===== src/rtl/ttup_pkg.sv =====
package ttup_pkg;

	localparam int VALUE_WIDTH_DEF = 32;
	localparam int COUNT_WIDTH_DEF = 16;
	localparam int BASE_W          = 6;
	localparam int CHAR_W          = 8;

	localparam logic [CHAR_W-1:0] CH_SPACE = 8'h20;
	localparam logic [CHAR_W-1:0] CH_TAB   = 8'h09;
	localparam logic [CHAR_W-1:0] CH_LF    = 8'h0A;
	localparam logic [CHAR_W-1:0] CH_CR    = 8'h0D;
	localparam logic [CHAR_W-1:0] CH_PLUS  = 8'h2B;
	localparam logic [CHAR_W-1:0] CH_ZERO  = 8'h30;
	localparam logic [CHAR_W-1:0] CH_X_LO  = 8'h78;
	localparam logic [CHAR_W-1:0] CH_X_UP  = 8'h58;

	localparam logic [BASE_W-1:0] BASE_AUTO = 6'd0;
	localparam logic [BASE_W-1:0] BASE_OCT  = 6'd8;
	localparam logic [BASE_W-1:0] BASE_DEC  = 6'd10;
	localparam logic [BASE_W-1:0] BASE_HEX  = 6'd16;

	typedef enum logic [2:0] {
		PH_DONE   = 3'd0,
		PH_LEAD   = 3'd1,
		PH_SIGNED = 3'd2,
		PH_ZERO   = 3'd3,
		PH_DIGITS = 3'd4
	} phase_t;

	// {is_digit, value 0..35}
	function automatic logic [BASE_W:0] digit_of(input logic [CHAR_W-1:0] c);
		logic [BASE_W:0] r;
		r = '0;
		if (c inside {[8'h30:8'h39]}) begin
			r = {1'b1, BASE_W'(c - 8'h30)};
		end else if (c inside {[8'h61:8'h7A]}) begin
			r = {1'b1, BASE_W'(c - 8'h61 + 8'd10)};
		end else if (c inside {[8'h41:8'h5A]}) begin
			r = {1'b1, BASE_W'(c - 8'h41 + 8'd10)};
		end
		return r;
	endfunction

endpackage


===== src/rtl/ttup_digit.sv =====
module ttup_digit #(
	parameter int VALUE_WIDTH = ttup_pkg::VALUE_WIDTH_DEF
) (
	input  logic [VALUE_WIDTH-1:0]       acc,
	input  logic [ttup_pkg::BASE_W-1:0]  base,
	input  logic [ttup_pkg::CHAR_W-1:0]  ch,
	output logic                         stop,
	output logic                         ovf,
	output logic [VALUE_WIDTH-1:0]       acc_next
);
	import ttup_pkg::*;

	localparam int PW = VALUE_WIDTH + BASE_W;
	localparam int SW = PW + 1;

	logic [BASE_W:0]   dig;
	logic [BASE_W-1:0] dval;
	logic [PW-1:0]     prod;
	logic [SW-1:0]     sum;

	assign dig  = digit_of(ch);
	assign dval = dig[BASE_W-1:0];
	assign stop = !dig[BASE_W] || (dval >= base);

	// acc*base + d beyond the value width means overflow
	assign prod     = PW'(acc) * PW'(base);
	assign sum      = SW'(prod) + SW'(dval);
	assign ovf      = |sum[SW-1:VALUE_WIDTH];
	assign acc_next = sum[VALUE_WIDTH-1:0];

endmodule


===== src/rtl/text_to_unsigned_parser.sv =====
// Items pass the input register stage, then results leave from the result register.
// Throughput: one character item per cycle, sustained while m_tready is high; one
// digit step (a multiply by a 6-bit base and an overflow check) per cycle.
// Reset: arst_n asynchronous, active low; clears the item valids and puts the
// parser in the done phase, so characters are ignored until a start item arrives.
module text_to_unsigned_parser #(
	parameter int VALUE_WIDTH = ttup_pkg::VALUE_WIDTH_DEF,
	parameter int COUNT_WIDTH = ttup_pkg::COUNT_WIDTH_DEF
) (
	input  logic        clk,
	input  logic        arst_n,
	// input items: one character each
	input  logic        s_tvalid,
	output logic        s_tready,
	input  logic [15:0] s_tdata,  // [5:0] base_req, [13:6] ch, [15:14] zero
	input  logic        s_tuser,  // [0] start_req
	// result items: one per finished conversion
	output logic        m_tvalid,
	input  logic        m_tready,
	output logic [((VALUE_WIDTH+COUNT_WIDTH+7)/8)*8-1:0] m_tdata,
	                    // [VALUE_WIDTH-1:0] value, then consumed_count, then zero fill
	output logic        m_tuser   // [0] overflowed
);
	import ttup_pkg::*;

	localparam int OUT_W = ((VALUE_WIDTH + COUNT_WIDTH + 7) / 8) * 8;

	// ---------------- input register stage ----------------
	logic              s1_valid_q;
	logic              start_s1;
	logic [BASE_W-1:0] base_s1;
	logic [CHAR_W-1:0] ch_s1;
	logic              adv;

	// the stage moves on whenever the result register is free or being drained
	assign adv      = s1_valid_q && (!m_tvalid || m_tready);
	assign s_tready = !s1_valid_q || adv;

	always_ff @(posedge clk or negedge arst_n) begin
		if (!arst_n) begin
			s1_valid_q <= 1'b0;
		end else if (s_tvalid && s_tready) begin
			s1_valid_q <= 1'b1;
		end else if (adv) begin
			s1_valid_q <= 1'b0;
		end
	end

	always_ff @(posedge clk) begin
		if (s_tvalid && s_tready) begin
			start_s1 <= s_tuser;
			base_s1  <= s_tdata[BASE_W-1:0];
			ch_s1    <= s_tdata[BASE_W+CHAR_W-1:BASE_W];
		end
	end

	// ---------------- conversion state ----------------
	phase_t                  phase_q,  phase_n;
	logic [VALUE_WIDTH-1:0]  acc_q,    acc_n;
	logic [BASE_W-1:0]       base_q,   base_n;
	logic [COUNT_WIDTH-1:0]  cnt_q,    cnt_n;

	// a start item restarts the conversion before its character is looked at
	phase_t                  eff_phase;
	logic [VALUE_WIDTH-1:0]  eff_acc;
	logic [BASE_W-1:0]       eff_base;
	logic [COUNT_WIDTH-1:0]  eff_cnt;
	logic [COUNT_WIDTH-1:0]  cnt_inc;

	assign eff_phase = start_s1 ? PH_LEAD : phase_q;
	assign eff_acc   = start_s1 ? '0 : acc_q;
	assign eff_base  = start_s1 ? base_s1 : base_q;
	assign eff_cnt   = start_s1 ? '0 : cnt_q;
	assign cnt_inc   = (&eff_cnt) ? eff_cnt : eff_cnt + COUNT_WIDTH'(1);

	// one shared digit unit; auto base falls to decimal when no '0' leads
	logic [BASE_W-1:0]      dig_base;
	logic                   dig_stop;
	logic                   dig_ovf;
	logic [VALUE_WIDTH-1:0] dig_acc;

	assign dig_base = (eff_base == BASE_AUTO) ? BASE_DEC : eff_base;

	ttup_digit #(
		.VALUE_WIDTH (VALUE_WIDTH)
	) u_digit (
		.acc      (eff_acc),
		.base     (dig_base),
		.ch       (ch_s1),
		.stop     (dig_stop),
		.ovf      (dig_ovf),
		.acc_next (dig_acc)
	);

	logic                   emit;
	logic [VALUE_WIDTH-1:0] res_value;
	logic                   res_ovf;
	logic                   go_signed;
	logic                   do_digit;
	logic                   is_ws;

	assign is_ws = (ch_s1 == CH_SPACE) || (ch_s1 == CH_TAB) ||
	               (ch_s1 == CH_LF) || (ch_s1 == CH_CR);

	always_comb begin
		phase_n   = eff_phase;
		acc_n     = eff_acc;
		base_n    = eff_base;
		cnt_n     = eff_cnt;
		emit      = 1'b0;
		res_value = eff_acc;
		res_ovf   = 1'b0;
		go_signed = 1'b0;
		do_digit  = 1'b0;

		case (eff_phase)
			PH_DONE: begin
			end
			PH_LEAD: begin
				if (is_ws) begin
					cnt_n = cnt_inc;
				end else if (ch_s1 == CH_PLUS) begin
					cnt_n   = cnt_inc;
					phase_n = PH_SIGNED;
				end else begin
					go_signed = 1'b1;
				end
			end
			PH_SIGNED: begin
				go_signed = 1'b1;
			end
			PH_ZERO: begin
				if (ch_s1 == CH_X_LO || ch_s1 == CH_X_UP) begin
					base_n  = BASE_HEX;
					cnt_n   = cnt_inc;
					phase_n = PH_DIGITS;
				end else begin
					do_digit = 1'b1;
				end
			end
			PH_DIGITS: begin
				do_digit = 1'b1;
			end
			default: begin
				phase_n = PH_DONE;
			end
		endcase

		// sign seen (or skipped): look for a leading zero / prefix
		if (go_signed) begin
			if (eff_base == BASE_AUTO) begin
				if (ch_s1 == CH_ZERO) begin
					base_n  = BASE_OCT;
					cnt_n   = cnt_inc;
					phase_n = PH_ZERO;
				end else begin
					base_n   = BASE_DEC;
					do_digit = 1'b1;
				end
			end else if (eff_base == BASE_HEX && ch_s1 == CH_ZERO) begin
				cnt_n   = cnt_inc;
				phase_n = PH_ZERO;
			end else begin
				do_digit = 1'b1;
			end
		end

		if (do_digit) begin
			phase_n = PH_DIGITS;
			if (dig_stop) begin
				emit    = 1'b1;
				phase_n = PH_DONE;
			end else if (dig_ovf) begin
				emit      = 1'b1;
				res_value = '1;
				res_ovf   = 1'b1;
				phase_n   = PH_DONE;
			end else begin
				acc_n = dig_acc;
				cnt_n = cnt_inc;
			end
		end
	end

	always_ff @(posedge clk or negedge arst_n) begin
		if (!arst_n) begin
			phase_q <= PH_DONE;
			acc_q   <= '0;
			base_q  <= '0;
			cnt_q   <= '0;
		end else if (adv) begin
			phase_q <= phase_n;
			acc_q   <= acc_n;
			base_q  <= base_n;
			cnt_q   <= cnt_n;
		end
	end

	// ---------------- result register ----------------
	logic [VALUE_WIDTH-1:0] value_q;
	logic [COUNT_WIDTH-1:0] count_q;
	logic                   ovf_q;
	logic                   out_valid_q;

	always_ff @(posedge clk or negedge arst_n) begin
		if (!arst_n) begin
			out_valid_q <= 1'b0;
		end else if (adv && emit) begin
			out_valid_q <= 1'b1;
		end else if (m_tready) begin
			out_valid_q <= 1'b0;
		end
	end

	always_ff @(posedge clk) begin
		if (adv && emit) begin
			value_q <= res_value;
			count_q <= eff_cnt;
			ovf_q   <= res_ovf;
		end
	end

	// zero fill up to whole bytes
	assign m_tvalid = out_valid_q;
	assign m_tdata  = OUT_W'({count_q, value_q});
	assign m_tuser  = ovf_q;

endmodule

===== config.mk =====
export PLATFORM = sky130hd
export DESIGN_NAME = text_to_unsigned_parser
export DESIGN_NICKNAME = d
export VERILOG_FILES = /design/src/rtl/ttup_pkg.sv /design/src/rtl/ttup_digit.sv /design/src/rtl/text_to_unsigned_parser.sv
export SDC_FILE = /design/constraint.sdc
export NUM_CORES = 1
export LEC_CHECK = 0
export ABC_AREA = 0
export ABC_CLOCK_PERIOD_IN_PS = 11200
export BUFFER_PORTS_ARGS = -buffer_cell sky130_fd_sc_hd__buf_2
export CORE_ASPECT_RATIO = 1.75
export CORE_MARGIN = 3
export CORE_UTILIZATION = 45
export DETAILED_ROUTE_END_ITERATION = 8
export REMOVE_ABC_BUFFERS = 1
export SYNTH_ARGS = -nofsm -noshare
export SYNTH_HDL_FRONTEND = slang
export SYNTH_SLANG_ARGS = --single-unit
export TNS_END_PERCENT = 30

===== constraint.sdc =====
create_clock -name clk -period 11.2 [get_ports clk]
set_input_delay 0.56 -clock clk [delete_from_list [all_inputs] [get_ports clk]]
set_output_delay 0.56 -clock clk [all_outputs]
set_load 0.005 [all_outputs]

==> results of run 1 <==
cell type report:
cell class	count	area, um2
Sequential cell	123	3398
Multi-Input combinational cell	1103	8692
Tap cell	369	461.7
Fill cell	2674	13510
Timing Repair Buffer	84	457.9
Inverter	80	300.3
Clock buffer	19	442.9
Clock inverter	13	167.7
metal layers:
layer,wire length (um),part of all wire [%],up-vias
li1,-,-,4745
met1,12790,36,5052
met2,20160,57,245
met3,856,2.4,92
met4,1623,4.6,0
met5,0,0,-
worst max path at each step:
stage / to / cells past startpoint / slack [ps]
floorplan: count_q[0] / 22 / -1260
global placement: value_q[20] / 27 / 1780
detailed placement: value_q[20] / 27 / 1770
CTS: value_q[9] / 27 / 1710
global route: value_q[9] / 27 / 1280
finish: value_q[20] / 27 / 1700
power groups by stage:
stage	clock network, W	logic, W	registers (W)
after floorplan	0	0.000194	0.000644
after global placement	0	0.000404	0.000639
after detailed placement	0	0.000409	0.000641
after CTS	0.000595	0.000411	0.000632
after global routing	0.000614	0.000447	0.000640
final	0.000583	0.000409	0.000633
placed cells by master (no fill, tap or decap), drive strengths merged, types with 9 or more instances in the layout:
master and n:
nand2b 14, and2 130, nor2b 45, dfrtp 59
xor2 13, o21ai 91, buf 84, ha 102
a21oi 72, nand4 18, and3 12, clkbuf 19
nor2 117, nand3 15, o211ai 10, fa 124
nor3 18, a211oi 9, inv 82, a21o 20
xnor2 22, nand2 171, edfxtp 64
per-stage QoR:
step	power (W)	hold slack (ps)	util, %	worst slack [ps]	area (um2)
after floorplan	0.0008387	264.4	-	-1260	12370
after global placement	0.001044	459.7	48.53	1782	13310
after detailed placement	0.001050	472.9	48.53	1770	13310
after CTS	0.001638	260.4	50.76	1713	13920
after global routing	0.001701	270.9	50.76	1277	13920
final	0.001625	286.8	50.76	1701	13920
kinds of logic after synthesis:
| logic type | count (synthesis) | synth area share (%) |
|---|---|---|
| buffers and inverters | 141 | 4.457 |
| muxes | 2 | 0.1585 |
| adders and majority gates | 226 | 29.75 |
| DFF | 123 | 26.90 |
| and+or+nand+nor | 570 | 22.63 |
| AOI/OAI and AO/OA | 270 | 13.68 |
| xor gates and xnor gates | 35 | 2.426 |
registers in the layout, indices dropped and copies added, names as in the netlist:
| name | count |
|---|---|
| m_tuser | 1 |
| cnt_q | 16 |
| start_s1 | 1 |
| count_q | 16 |
| base_s1 | 6 |
| s1_valid_q | 1 |
| acc_q | 32 |
| value_q | 32 |
| phase_q | 3 |
| base_q | 6 |
| m_tvalid | 1 |
| ch_s1 | 8 |
critical path, delay by kind of cell, from the launching register on:
kind	cells	cell delay, ps
buf+inv	6	1300
compound gates	9	1600
flops	1	1070
fa+ha+maj	5	2420
simple gates	7	2630
==> report_table.html, run 1 <==
<table>
<tr><th>Metric</th><th>Value</th></tr>
<tr><th colspan="2">Setup path</th></tr>
<tr><td>Critical register-to-register path endpoint</td><td>value_q[20]</td></tr>
<tr><td>Arrival time reported for the critical path endpoint</td><td>9580 ps</td></tr>
<tr><td>Start point of the critical path</td><td>base_q[0]</td></tr>
<tr><td>Reg2reg setup slack</td><td>1700 ps</td></tr>
<tr><td>Reg2reg start</td><td>base_q[0]</td></tr>
<tr><td>Top fanout value on the critical path</td><td>43</td></tr>
<tr><td>Register-to-Register Path Depth</td><td>27</td></tr>
<tr><td>Worst Setup Start Kind</td><td>flop</td></tr>
<tr><td>Crit path max-delay cell type</td><td>sky130_fd_sc_hd__dfrtp_1</td></tr>
<tr><td>Largest stage delay, worst path</td><td>1070 ps</td></tr>
<tr><td>Endpoint kind of the worst setup timing path</td><td>flop</td></tr>
<tr><td>Required time reported for the critical path endpoint</td><td>11280 ps</td></tr>
<tr><td>Startpoint-to-endpoint class of the critical path</td><td>reg -&gt; reg</td></tr>
<tr><th colspan="2">Run</th></tr>
<tr><td>Count of maximum capacitance violations</td><td>0</td></tr>
<tr><th colspan="2">Floorplan</th></tr>
<tr><td>Die boundary height</td><td>approximately 230 um</td></tr>
<tr><td>Core region area</td><td>27430 um2</td></tr>
<tr><td>Starting density of the core</td><td>between 40% and 50%</td></tr>
<tr><td>Number of placed I/O pins</td><td>72</td></tr>
<tr><td>Row Count</td><td>80</td></tr>
<tr><td>Die width</td><td>132.7 um</td></tr>
<tr><td>DIE AREA</td><td>30200 um2</td></tr>
<tr><th colspan="2">Cells and area</th></tr>
<tr><td>Number of diodes</td><td>0</td></tr>
<tr><td>Signed area change from the synthesized netlist to the final layout</td><td>10.19%</td></tr>
<tr><td>Fraction of layout instances using a drive strength above 1</td><td>9.494%</td></tr>
<tr><td>Number of standard cells in the layout, taps in and fillers out</td><td>roughly 1.8k</td></tr>
<tr><td>Fin nets</td><td>1656</td></tr>
<tr><th colspan="2">GRT</th></tr>
<tr><td>Largest net degree at the start of global routing</td><td>60</td></tr>
<tr><td>Aggregate global routing overflow</td><td>0</td></tr>
<tr><td>Global-route track usage on met3</td><td>between 2 and 3%</td></tr>
<tr><td>Overall track demand over capacity in global routing</td><td>24.32%</td></tr>
<tr><td>Initial antenna violation count</td><td>0</td></tr>
<tr><td>Vias in the first global route</td><td>10.83k</td></tr>
<tr><td>Global-route wire length before repair</td><td>56950 um</td></tr>
<tr><td>Met2 routing resource usage after global routing</td><td>between 40% and 50%</td></tr>
<tr><td>Met1 routing resource usage after global routing</td><td>24.89%</td></tr>
<tr><td>Routing layer with the top usage in global route</td><td>met2</td></tr>
<tr><th colspan="2">Clock network</th></tr>
<tr><td>Total number of H-tree levels</td><td>4</td></tr>
<tr><td>Quantity of hold-fixing buffers added after cts</td><td>0</td></tr>
<tr><td>Root buffer selected by CTS</td><td>sky130_fd_sc_hd__clkbuf_16</td></tr>
<tr><td>TritonCTS clock tree</td><td>built</td></tr>
<tr><td>Worst-skew pair later-pin latency</td><td>450 ps</td></tr>
<tr><td>Clock net sink count</td><td>~120</td></tr>
<tr><td>Post_cts resized</td><td>0</td></tr>
<tr><td>Clock slew seen by the registers of the worst setup and hold paths</td><td>60 ps</td></tr>
<tr><td>Number of setup buffers added after CTS</td><td>0</td></tr>
<tr><td>Maximum clock insertion buffer count</td><td>2</td></tr>
<tr><td>CTS Buf Count</td><td>17</td></tr>
<tr><th colspan="2">Yosys</th></tr>
<tr><td>Top-area cell type share of the netlist area</td><td>19.65%</td></tr>
<tr><td>Number of enable-type register cells in the synthesized netlist</td><td>64</td></tr>
<tr><td>Mean instance size in the synthesized netlist</td><td>approximately 9.2 um2</td></tr>
<tr><td>#FFs+latches synth</td><td>123</td></tr>
<tr><td>Number of instances in the synthesized netlist</td><td>1367</td></tr>
<tr><td>Number of unique standard cell types used by synthesis</td><td>74</td></tr>
<tr><td>Async set or reset register ratio after synthesis</td><td>47.97%</td></tr>
<tr><td>Most instantiated flip-flop cell in the synthesis netlist</td><td>sky130_fd_sc_hd__edfxtp_1</td></tr>
<tr><td>Cells taking the most area after synthesis</td><td>sky130_fd_sc_hd__fa_1, sky130_fd_sc_hd__edfxtp_1, sky130_fd_sc_hd__dfrtp_1, sky130_fd_sc_hd__ha_1, sky130_fd_sc_hd__and2_1</td></tr>
<tr><td>Cell type with the highest aggregate area in the netlist</td><td>sky130_fd_sc_hd__fa_1</td></tr>
<tr><td>Seq/Total Area, Yosys</td><td>a little over a quarter</td></tr>
<tr><td>Netlist area before placement</td><td>12630 um2</td></tr>
<tr><td>Most common cell in the synthesized netlist</td><td>sky130_fd_sc_hd__nand2_1</td></tr>
<tr><td>Count of yosys warnings during synthesis</td><td>0</td></tr>
<tr><td>Most used standard cells in the synthesized netlist</td><td>sky130_fd_sc_hd__nand2_1, sky130_fd_sc_hd__and2_1, sky130_fd_sc_hd__fa_1, sky130_fd_sc_hd__nor2_1, sky130_fd_sc_hd__ha_1</td></tr>
<tr><th colspan="2">Placement</th></tr>
<tr><td>I/O Buffers</td><td>roughly 70</td></tr>
<tr><td>Hpwl dp</td><td>26870 um</td></tr>
<tr><td>Cells after DPL</td><td>~1.8k</td></tr>
<tr><td>Routability Congestion</td><td>0.9871</td></tr>
<tr><th colspan="2">Power</th></tr>
<tr><td>Portion of total power attributed to the clock network</td><td>between 30 and 40%</td></tr>
<tr><td>Pwr per Cell Area</td><td>116.7 nW/um2</td></tr>
<tr><td>Part of the power in combinational logic</td><td>25.2%</td></tr>
<tr><td>Switch share</td><td>35.51%</td></tr>
<tr><td>Portion of total power attributed to sequential cells</td><td>39.0%</td></tr>
<tr><td>Net Sw Power</td><td>~0.00058 W</td></tr>
<tr><td>Internal power summed over all cells</td><td>0.001048 W</td></tr>
<tr><td>IR Drop Worst-Case VDD</td><td>between 0.1 and 0.15 mV</td></tr>
<tr><td>Standby leakage power</td><td>6.789 nW</td></tr>
<tr><th colspan="2">Outcome</th></tr>
<tr><td>Result of the run</td><td>complete, no violations</td></tr>
<tr><th colspan="2">Route</th></tr>
<tr><td>Router iterations before antenna repair</td><td>7</td></tr>
<tr><td>Total via count in the routed design</td><td>10.13k</td></tr>
<tr><td>Vias/cell</td><td>5.658</td></tr>
<tr><td>Antenna viol nets, final</td><td>0</td></tr>
<tr><td>Post-Route WL</td><td>35430 um</td></tr>
<tr><td>1st-iter DRT viols</td><td>487</td></tr>
<tr><td>Count of unresolved DRC violations after routing</td><td>0</td></tr>
<tr><td>Wire length per cell</td><td>around 20 um</td></tr>
<tr><th colspan="2">Timing</th></tr>
<tr><td>Accumulated negative setup slack</td><td>0 ps</td></tr>
<tr><td>Setup violators final</td><td>0</td></tr>
<tr><td>Share of the clock period used by the worst path after layout</td><td>84.81%</td></tr>
<tr><td>Slew margin rel.</td><td>26.59%</td></tr>
<tr><td>Fin crit period</td><td>about 9500 ps</td></tr>
<tr><td>Final hold violations</td><td>0</td></tr>
<tr><td>Clock skew after layout</td><td>between 9 and 10 ps</td></tr>
<tr><td>Slew at the pin closest to its max-slew limit</td><td>approximately 1100 ps</td></tr>
<tr><td>Fin. max-slew vios</td><td>0</td></tr>
<tr><td>RSZ-0062 raised after global routing</td><td>false</td></tr>
<tr><td>Peak Freq</td><td>105.3 MHz</td></tr>
<tr><th colspan="2">Worst hold path</th></tr>
<tr><td>Worst hold path class</td><td>in -&gt; reg</td></tr>
<tr><td>Hold path depth</td><td>1</td></tr>
<tr><td>Start point of the worst hold path</td><td>s_tdata[13]</td></tr>
<tr><td>Worst-case hold path end point</td><td>ch_s1[7]</td></tr>
</table>
(Power assumes the default switching activity.)
==> inputs of run 2 (changes only) <==
ABC_AREA = 1   (was 0)
ABC_CLOCK_PERIOD_IN_PS = 9080   (was 11200)
clock period = 9.08 ns   (was 11.2 ns; I/O delays follow)
==> run 2 against run 1 <==
Clock skew rose by 2.3 ps. Largest power group is now combinational cells. Clock-buffer cell count rose by 5. Non-clock buffer count rose by 4. Combinational power rose to 7.0 times the previous value. Final cell count rose by 28%. Flip-flop and latch count did not move. Die area rose by 7.5%. Largest cell class unchanged.
==> report_table.html, run 2 <==
<table>
<tr><th>Metric</th><th>Value</th></tr>
<tr><th colspan="2">Clock network</th></tr>
<tr><td>TritonCTS clock tree</td><td>built (unchanged)</td></tr>
<tr><td>Post_cts resized</td><td>0 (unchanged)</td></tr>
<tr><td>Maximum clock insertion buffer count</td><td>2 (unchanged)</td></tr>
<tr><td>Number of setup buffers added after CTS</td><td>0 (unchanged)</td></tr>
<tr><td>Clock slew seen by the registers of the worst setup and hold paths</td><td>60 ps (about the same)</td></tr>
<tr><td>Total number of H-tree levels</td><td>4 (unchanged)</td></tr>
<tr><td>Worst-skew pair later-pin latency</td><td>440 ps (was 450 ps)</td></tr>
<tr><td>Root buffer selected by CTS</td><td>sky130_fd_sc_hd__clkbuf_16 (unchanged)</td></tr>
<tr><td>Clock net sink count</td><td>123 (unchanged)</td></tr>
<tr><td>Quantity of hold-fixing buffers added after cts</td><td>0 (unchanged)</td></tr>
<tr><td>CTS Buf Count</td><td>17 (unchanged)</td></tr>
<tr><th colspan="2">Cells and area</th></tr>
<tr><td>Number of standard cells in the layout, taps in and fillers out</td><td>2288 (was 1791)</td></tr>
<tr><td>Most common cell after layout, fill and taps aside</td><td>sky130_fd_sc_hd__nand2_1 (unchanged)</td></tr>
<tr><td>Number of diodes</td><td>0 (unchanged)</td></tr>
<tr><td>Signed area change from the synthesized netlist to the final layout</td><td>9.821% (was 10.19%)</td></tr>
<tr><td>Fraction of layout instances using a drive strength above 1</td><td>7.765% (was 9.494%)</td></tr>
<tr><td>Final standard cell utilization of the core</td><td>50.53% (was 50.76%)</td></tr>
<tr><td>Area used by sequential logic in the layout</td><td>3398 um2 (unchanged)</td></tr>
<tr><td>Area used by multi-input combinational logic</td><td>8875 um2 (was 8692 um2)</td></tr>
<tr><td>Fin nets</td><td>2140 (was 1656)</td></tr>
<tr><td>Most frequent cells in the layout</td><td>sky130_fd_sc_hd__nand2_1, sky130_fd_sc_hd__nor2_1, sky130_fd_sc_hd__inv_1 (was sky130_fd_sc_hd__nand2_1, sky130_fd_sc_hd__and2_1, sky130_fd_sc_hd__fa_1)</td></tr>
<tr><td>Count of filler cells inserted in the layout</td><td>2985 (was 2674)</td></tr>
<tr><td>Regs by FF count</td><td>acc_q (32), value_q (32) (unchanged)</td></tr>
<tr><th colspan="2">Setup path</th></tr>
<tr><td>Endpoint kind of the worst setup timing path</td><td>flop (unchanged)</td></tr>
<tr><td>Crit path max-delay cell type</td><td>sky130_fd_sc_hd__edfxtp_1 (was sky130_fd_sc_hd__dfrtp_1)</td></tr>
<tr><td>Worst Setup Start Kind</td><td>flop (unchanged)</td></tr>
<tr><td>Arrival time reported for the critical path endpoint</td><td>7840 ps (was 9580 ps)</td></tr>
<tr><td>Largest stage delay, worst path</td><td>550 ps (was 1070 ps)</td></tr>
<tr><td>Top fanout value on the critical path</td><td>44 (was 43)</td></tr>
<tr><td>Required time reported for the critical path endpoint</td><td>9410 ps (was 11280 ps)</td></tr>
<tr><td>Most frequent cell on the critical path</td><td>sky130_fd_sc_hd__nand2_1</td></tr>
<tr><td>Startpoint-to-endpoint class of the critical path</td><td>reg -&gt; reg (unchanged)</td></tr>
<tr><th colspan="2">Placement</th></tr>
<tr><td>Cells after DPL</td><td>2256 (was 1759)</td></tr>
<tr><td>Routability Congestion</td><td>0.9354 (was 0.9871)</td></tr>
<tr><td>I/O Buffers</td><td>69 (unchanged)</td></tr>
<tr><td>Hpwl dp</td><td>29650 um (was 26870 um)</td></tr>
<tr><th colspan="2">Floorplan</th></tr>
<tr><td>Number of placed I/O pins</td><td>72 (unchanged)</td></tr>
<tr><td>DIE AREA</td><td>32470 um2 (was 30200 um2)</td></tr>
<tr><td>Die width</td><td>137.5 um (was 132.7 um)</td></tr>
<tr><td>Core region area</td><td>29600 um2 (was 27430 um2)</td></tr>
<tr><td>Die boundary height</td><td>236.1 um (was 227.7 um)</td></tr>
<tr><td>Starting density of the core</td><td>46.02% (was 46.06%)</td></tr>
<tr><td>Row Count</td><td>83 (was 80)</td></tr>
<tr><th colspan="2">Yosys</th></tr>
<tr><td>Netlist area before placement</td><td>13620 um2 (was 12630 um2)</td></tr>
<tr><td>#FFs+latches synth</td><td>123 (unchanged)</td></tr>
<tr><td>Number of instances in the synthesized netlist</td><td>1837 (was 1367)</td></tr>
<tr><td>Number of unique standard cell types used by synthesis</td><td>47 (was 74)</td></tr>
<tr><td>Top-area cell type share of the netlist area</td><td>18.23% (was 19.65%)</td></tr>
<tr><td>Mean instance size in the synthesized netlist</td><td>7.414 um2 (was 9.242 um2)</td></tr>
<tr><td>Number of enable-type register cells in the synthesized netlist</td><td>64 (unchanged)</td></tr>
<tr><td>Cells taking the most area after synthesis</td><td>sky130_fd_sc_hd__fa_1, sky130_fd_sc_hd__edfxtp_1, sky130_fd_sc_hd__nand2_1, sky130_fd_sc_hd__dfrtp_1, sky130_fd_sc_hd__ha_1 (was sky130_fd_sc_hd__fa_1, sky130_fd_sc_hd__edfxtp_1, sky130_fd_sc_hd__dfrtp_1, sky130_fd_sc_hd__ha_1, sky130_fd_sc_hd__and2_1)</td></tr>
<tr><td>Count of yosys warnings during synthesis</td><td>0 (unchanged)</td></tr>
<tr><td>Async set or reset register ratio after synthesis</td><td>47.97% (unchanged)</td></tr>
<tr><td>Most instantiated flip-flop cell in the synthesis netlist</td><td>sky130_fd_sc_hd__edfxtp_1 (unchanged)</td></tr>
<tr><td>Seq/Total Area, Yosys</td><td>24.95% (was 26.90%)</td></tr>
<tr><td>Most used standard cells in the synthesized netlist</td><td>sky130_fd_sc_hd__nand2_1, sky130_fd_sc_hd__nor2_1, sky130_fd_sc_hd__inv_1, sky130_fd_sc_hd__fa_1, sky130_fd_sc_hd__ha_1 (was sky130_fd_sc_hd__nand2_1, sky130_fd_sc_hd__and2_1, sky130_fd_sc_hd__fa_1, sky130_fd_sc_hd__nor2_1, sky130_fd_sc_hd__ha_1)</td></tr>
<tr><td>Cell type with the highest aggregate area in the netlist</td><td>sky130_fd_sc_hd__fa_1 (unchanged)</td></tr>
<tr><td>Most common cell in the synthesized netlist</td><td>sky130_fd_sc_hd__nand2_1 (unchanged)</td></tr>
<tr><th colspan="2">GRT</th></tr>
<tr><td>Overall track demand over capacity in global routing</td><td>25.19% (was 24.32%)</td></tr>
<tr><td>Initial antenna violation count</td><td>0 (unchanged)</td></tr>
<tr><td>Global-route wire length before repair</td><td>63560 um (was 56950 um)</td></tr>
<tr><td>Vias in the first global route</td><td>12.55k (was 10.83k)</td></tr>
<tr><td>Aggregate global routing overflow</td><td>0 (unchanged)</td></tr>
<tr><td>Largest net degree at the start of global routing</td><td>60 (unchanged)</td></tr>
<tr><th colspan="2">Timing</th></tr>
<tr><td>Fin. max-slew vios</td><td>0 (unchanged)</td></tr>
<tr><td>Clock skew after layout</td><td>11.58 ps (was 9.257 ps)</td></tr>
<tr><td>Hold Worst Slack</td><td>198.8 ps (was 286.8 ps)</td></tr>
<tr><td>Final hold violations</td><td>0 (unchanged)</td></tr>
<tr><td>Share of the clock period used by the worst path after layout</td><td>82.71% (was 84.81%)</td></tr>
<tr><td>RSZ-0062 raised after global routing</td><td>false (unchanged)</td></tr>
<tr><td>Setup violators final</td><td>0 (unchanged)</td></tr>
<tr><td>Accumulated negative setup slack</td><td>0 ps (unchanged)</td></tr>
<tr><td>Fin crit period</td><td>7510 ps (was 9499 ps)</td></tr>
<tr><td>Slew margin rel.</td><td>33.15% (was 26.59%)</td></tr>
<tr><td>Slew at the pin closest to its max-slew limit</td><td>1002 ps (was 1101 ps)</td></tr>
<tr><td>Peak Freq</td><td>133.2 MHz (was 105.3 MHz)</td></tr>
<tr><th colspan="2">Power</th></tr>
<tr><td>Standby leakage power</td><td>8.245 nW (was 6.789 nW)</td></tr>
<tr><td>IR Drop Worst-Case VDD</td><td>0.1581 mV (was 0.1114 mV)</td></tr>
<tr><td>Pwr per Cell Area</td><td>302.7 nW/um2 (was 116.7 nW/um2)</td></tr>
<tr><th colspan="2">Route</th></tr>
<tr><td>Post-Route WL</td><td>39160 um (was 35430 um)</td></tr>
<tr><td>Antenna viol nets, final</td><td>0 (unchanged)</td></tr>
<tr><td>Met3 routed WL</td><td>1781 um (was 856 um)</td></tr>
<tr><td>Length of routed met2 wiring</td><td>20770 um (was 20160 um)</td></tr>
<tr><td>Length of routed wiring on met1</td><td>14500 um (was 12790 um)</td></tr>
<tr><td>Total via count in the routed design</td><td>12.09k (was 10.13k)</td></tr>
<tr><td>Vias/cell</td><td>5.285 (was 5.658)</td></tr>
<tr><td>Router iterations before antenna repair</td><td>5 (was 7)</td></tr>
<tr><td>Wire length per cell</td><td>17.11 um (was 19.78 um)</td></tr>
<tr><td>1st-iter DRT viols</td><td>710 (was 487)</td></tr>
<tr><td>Count of unresolved DRC violations after routing</td><td>0 (unchanged)</td></tr>
<tr><td>Uppermost layer routed</td><td>met4 (unchanged)</td></tr>
<tr><th colspan="2">Outcome</th></tr>
<tr><td>Result of the run</td><td>complete, no violations (unchanged)</td></tr>
<tr><th colspan="2">Worst hold path</th></tr>
<tr><td>Worst hold path class</td><td>in -&gt; reg (unchanged)</td></tr>
<tr><th colspan="2">Run</th></tr>
<tr><td>Count of maximum capacitance violations</td><td>0 (unchanged)</td></tr>
</table>
## run 2: cell count changes in the layout (fill, tap and decap cells not counted), moves of 13 or more
cell                       change
sky130_fd_sc_hd__a21o_1       -19
sky130_fd_sc_hd__inv_1       +207
sky130_fd_sc_hd__nor2b_1      -45
sky130_fd_sc_hd__a21oi_1      -13
sky130_fd_sc_hd__xor2_1       +20
sky130_fd_sc_hd__nand3_1      +66
sky130_fd_sc_hd__nand2_1     +330
sky130_fd_sc_hd__nor2_1      +173
sky130_fd_sc_hd__o21ai_0      -18
sky130_fd_sc_hd__nand2b_1     -14
sky130_fd_sc_hd__and2_1      -127
## run 2: per-stage QoR
step | worst slack, ps | total power (W) | cell area [um2]
after floorplan | 1813 | 0.002939 | 13370
after global placement | 1652 | 0.003780 | 14370
after detailed placement | 1582 | 0.003825 | 14370
after CTS | 1543 | 0.004556 | 14960
after global routing | 898.2 | 0.004967 | 14960
final | 1570 | 0.004527 | 14960
## run 2: path summary, 6_finish.rpt
kind,startpoint,end,slack (ps),cells after the start
worst max-delay path,start_s1,acc_q[23],1570,32
worst min-delay path,s_tdata[9],ch_s1[3],200,1
worst max register to register,start_s1,acc_q[23],1570,32
worst min register to register,acc_q[26],acc_q[26],480,2
max in group asynchronous,arst_n,cnt_q[8],8250,2
min in group asynchronous,arst_n,acc_q[10],220,2
## run 2: cells by family (layout without fill, tap and decap cells)
group	count (synthesis)	in the layout	synth area share, %
xor+xnor	45	45	2.894
fa+ha+maj	226	226	27.60
compound gates	151	151	5.916
simple gates	946	946	28.59
buf+inv	344	413	9.904
flops	123	123	24.95
mux	2	2	0.1470
## run 2: layout make-up
cell class / count / share of cell area (%)
repair buffers: 88 / 3.430
flip-flops and latches: 123 / 22.72
clock inverters: 8 / 0.7947
well taps: 382 / 3.196
clock buffers: 24 / 3.154
multi-input cells: 1370 / 59.34
inverters: 293 / 7.370
## run 2: worst max-delay path, delay by kind of cell, from the launching register on
kind            cells  cell delay, ps
compound gates      1             460
buf+inv             7            1510
simple gates       19            2650
fa+ha+maj           5            2190
flops               1             550
## run 2: power by group
group / internal, W / leakage, nW / switching [W]
registers: 0.000847 / 1.37 / 0.000107
clock network: 0.000444 / 0.282 / 0.000257
logic: 0.000971 / 6.60 / 0.00190
total: 0.00226 / 8.24 / 0.00226
## run 2: per-layer routing
metal	GRT usage (%)	vias up
li1	-	5817
met1	27.86	5776
met2	45.36	373
met3	3.478	126
met4	13.74	0
met5	0	-
